==> src/rtl/kps_pkg.sv <==
// Shared constants and types for the key and payload sorter.
`default_nettype none

package kps_pkg;

  // Default configuration
  localparam int DEF_MAX_ITEMS     = 64;
  localparam int DEF_KEY_WIDTH     = 32;
  localparam int DEF_PAYLOAD_WIDTH = 32;

  // Per-cycle control broadcast to every cell of the chain
  typedef struct packed {
    logic insert;  // place the incoming pair into the chain
    logic shift;   // move every entry one cell towards the head
  } kps_ctrl_t;

endpackage : kps_pkg

`default_nettype wire

==> src/rtl/kps_cell.sv <==
// One cell of the insertion chain: holds a single key and payload entry.
`default_nettype none

module kps_cell #(
  parameter int KEY_WIDTH     = 32,
  parameter int PAYLOAD_WIDTH = 32
) (
  input  wire                          clk,
  input  wire                          rst,
  input  wire kps_pkg::kps_ctrl_t      ctrl,
  input  wire signed [KEY_WIDTH-1:0]   new_key,
  input  wire [PAYLOAD_WIDTH-1:0]      new_payload,
  input  wire signed [KEY_WIDTH-1:0]   left_key,
  input  wire [PAYLOAD_WIDTH-1:0]      left_payload,
  input  wire                          left_valid,
  input  wire                          left_gt,
  input  wire signed [KEY_WIDTH-1:0]   right_key,
  input  wire [PAYLOAD_WIDTH-1:0]      right_payload,
  input  wire                          right_valid,
  output logic signed [KEY_WIDTH-1:0]  key,
  output logic [PAYLOAD_WIDTH-1:0]     payload,
  output logic                         valid,
  output logic                         gt
);
  import kps_pkg::*;

  // An empty cell counts as holding a key above everything
  assign gt = !valid || (key > new_key);

  // Occupancy
  always_ff @(posedge clk) begin
    if (rst) begin
      valid <= 1'b0;
    end else if (ctrl.shift) begin
      valid <= right_valid;
    end else if (ctrl.insert && gt) begin
      valid <= left_gt ? left_valid : 1'b1;
    end
  end

  // Entry data: shift towards the head, or make room and take the new pair
  always_ff @(posedge clk) begin
    if (ctrl.shift) begin
      key     <= right_key;
      payload <= right_payload;
    end else if (ctrl.insert && gt) begin
      if (left_gt) begin
        key     <= left_key;
        payload <= left_payload;
      end else begin
        key     <= new_key;
        payload <= new_payload;
      end
    end
  end

endmodule : kps_cell

`default_nettype wire

==> config.mk <==
export PLATFORM = sky130hd
export DESIGN_NAME = kps_cell
export DESIGN_NICKNAME = d
export VERILOG_FILES = /design/src/rtl/kps_pkg.sv /design/src/rtl/kps_cell.sv
export SDC_FILE = /design/constraint.sdc
export NUM_CORES = 1
export LEC_CHECK = 0
export CORE_AREA = 2 2 112 114
export DETAILED_ROUTE_END_ITERATION = 10
export DIE_AREA = 0 0 114 116
export DONT_BUFFER_PORTS = 1
export SLEW_MARGIN = 10
export SYNTH_ARGS = -nofsm -noshare
export SYNTH_HDL_FRONTEND = slang
export SYNTH_SLANG_ARGS = --single-unit
==> constraint.sdc <==
create_clock -name clk -period 9.6 [get_ports clk]
set_clock_uncertainty 0.15 [all_clocks]
set_input_delay 0.96 -clock clk [delete_from_list [all_inputs] [get_ports clk]]
set_output_delay 0.96 -clock clk [all_outputs]
set_load 0.005 [all_outputs]
==> results.ini <==
[placed_design]
gp_congestion=0.8166
place_area_um2=4214
portBuffers=0
hpwl_um=7647

[global_routing]
track_usage=0.1408
grt_pass1_wl_um=14070
gr-total-overflow=0
antenna_found_initial=0
grt_max_degree=133
grt_pass1_vias=2840

[layout]
area_growth_pct=11.65
fin_area_um2=4581
drive_gt1_frac=0.04786
nNetsFinal=623
final_common_cell=nand2_1
num-fill-cells=1161
diodes=0
layout_common_cells=nand2_1, o21ai_0, mux2i_1, edfxtp_1, inv_1

[timing]
max-slew-margin-rel=0.4410
setup_viol=0
final.min_clock_period_ns=3.965
slew_violations=0
worst_slew_pin_slew_ns=0.8385
setup-tns-final_ns=0
fmax_mhz=252.2
rsz0062_at_grt=no
finalHoldViolations=0
timing.final.crit_share=0.4130

[routing]
viasPerCell=5.366
ant_nets=0
dr.pass1.iters=4
drtIter0Drc=107
drt-met1-wl_um=3843
vias=2919
wl_met3_um=874
wl_met2_um=5216
highest_layer=met4
wl_um=10070
route.detailed.wl_per_inst_um=18.51
drc=0

[yosys]
synthFlopType=edfxtp_1
yosys.area.top_type_share=0.4684
ys_ff_latch=65
syn_nets=632
yosysUniqueCellTypes=31
synth_area_um2=4103
yosys_warnings=0
ys_seq_area_frac=0.4733
synth_edf_count=64
synthTopCellsByArea=edfxtp_1, mux2i_1, ha_1, o21ai_0, nand2_1
synth.largest_area_cell=edfxtp_1
syn_avg_cell_area_um2=10.23
async_reset_ff_frac=0
synthCells=401

[worst_setup_path]
r2r-start=key[7]$_DFFE_PP_
critPathKind=primary input to output port
required_ns=8.49
cp_max_fo=3
end_kind=output port
arrival_ns=2.85
cp-start-kind=primary input
startpoint=new_key[7]

[clocking]
cts_buffer_depth=2
cts_max_level=3
post_cts.repair.setup_buffers=0
holdBufCountCts=0
root_buffer=clkbuf_16
cts_tree=yes
cts.clk_slew.worst_paths_ns=0.06
cts_buffers=9
clock-sinks=65
cts_resized=0
clkLatencyLatePin_ns=0.32

[pwr]
p_per_area_nw_per_um2=194.4
power.leakage_nw=2.007
ir_drop_uv=91.42

[floorplan]
rows=40
fp.coreArea_um2=11910
initial_core_util=0.3444
chipHeight_um=116
die_w_um=114
dieArea_um2=13220
ios=265

[flow_run]
drv_cap=0

[hold_path]
hold_path.class=flop to flop
hp-start=valid$_SDFFE_PP0P_

[run_status]
outcome=completed

==> routing by layer <==
layer,up-vias,global-route usage
met5,-,0
met4,0,0.05122
met3,8,0.04393
met2,166,0.2627
met1,1314,0.1495
li1,1431,-
==> logic make-up after synthesis <==
kind of cell | share of synthesized area
adders and majority gates | 0.09759
DFF | 0.4733
buffers and inverters | 0.05185
muxes | 0.1561
AOI/OAI and AO/OA | 0.1278
and+or+nand+nor | 0.09332
==> layout make-up <==
cell class                      count  area (um2)  share of cell area
Tap cell                          147       183.9             0.04015
Timing Repair Buffer                1       7.507            0.001639
Multi-Input combinational cell    280        1949              0.4256
Inverter                           35       131.4             0.02868
Clock inverter                      7       141.4             0.03087
Clock buffer                        9       225.2             0.04917
Sequential cell                    65        1942              0.4239
==> report_power, final <==
part | total (mW) | leakage [nW] | internal, mW | switching [mW]
clock network | 0.404 | 0.178 | 0.280 | 0.123
logic | 0.0995 | 1.15 | 0.0464 | 0.0530
registers | 0.387 | 0.675 | 0.360 | 0.0272
total | 0.890 | 2.01 | 0.687 | 0.203
==> path summary, 6_finish.rpt <==
kind / end / slack (ns) / cells after the start
min reg2reg: valid$_SDFFE_PP0P_ / 0.40 / 2
max: gt / 5.64 / 8
min: valid$_SDFFE_PP0P_ / 0.40 / 2
max reg2reg: key[3]$_DFFE_PP_ / 6.22 / 8
==> sequential cells by signal, indices dropped and copies added (netlist names) <==
register	cells
key	32
payload	32
valid	1
==> stage by stage <==
step                std cells  hold WS, ns  setup WS (ns)  total power, mW    util
floorplan                 401       0.3476          5.230           0.4732       -
global placement          528       0.3846          5.733           0.4894  0.3538
detailed placement        528       0.3982          5.619           0.4939  0.3538
CTS                       544       0.4131          5.617           0.9050  0.3846
global route              544       0.4317          5.527           0.9333  0.3846
finish                    544       0.3987          5.635           0.8903  0.3846
==> critical path, stage by stage <==
cell,delay (ns)
inv_1,0.03
ha_1,0.32
a21oi_1,0.18
o21ai_0,0.17
a221o_1,0.36
o31a_1,0.32
a211o_1,0.29
a21bo_2,0.22
==> synthesized netlist by cell type (2+ instances only) <==
cell type / count
nand3_1: 4
a21o_1: 2
buf_2: 2
a21oi_1: 13
nor2_1: 2
o21ai_0: 67
edfxtp_1: 64
ha_1: 32
clkbuf_1: 13
and4_1: 3
nor2b_1: 2
inv_1: 35
a221oi_1: 2
buf_1: 6
nand4_1: 5
mux2i_1: 64
nand2_1: 70
nor3_1: 2
(Power assumes the default switching activity.)
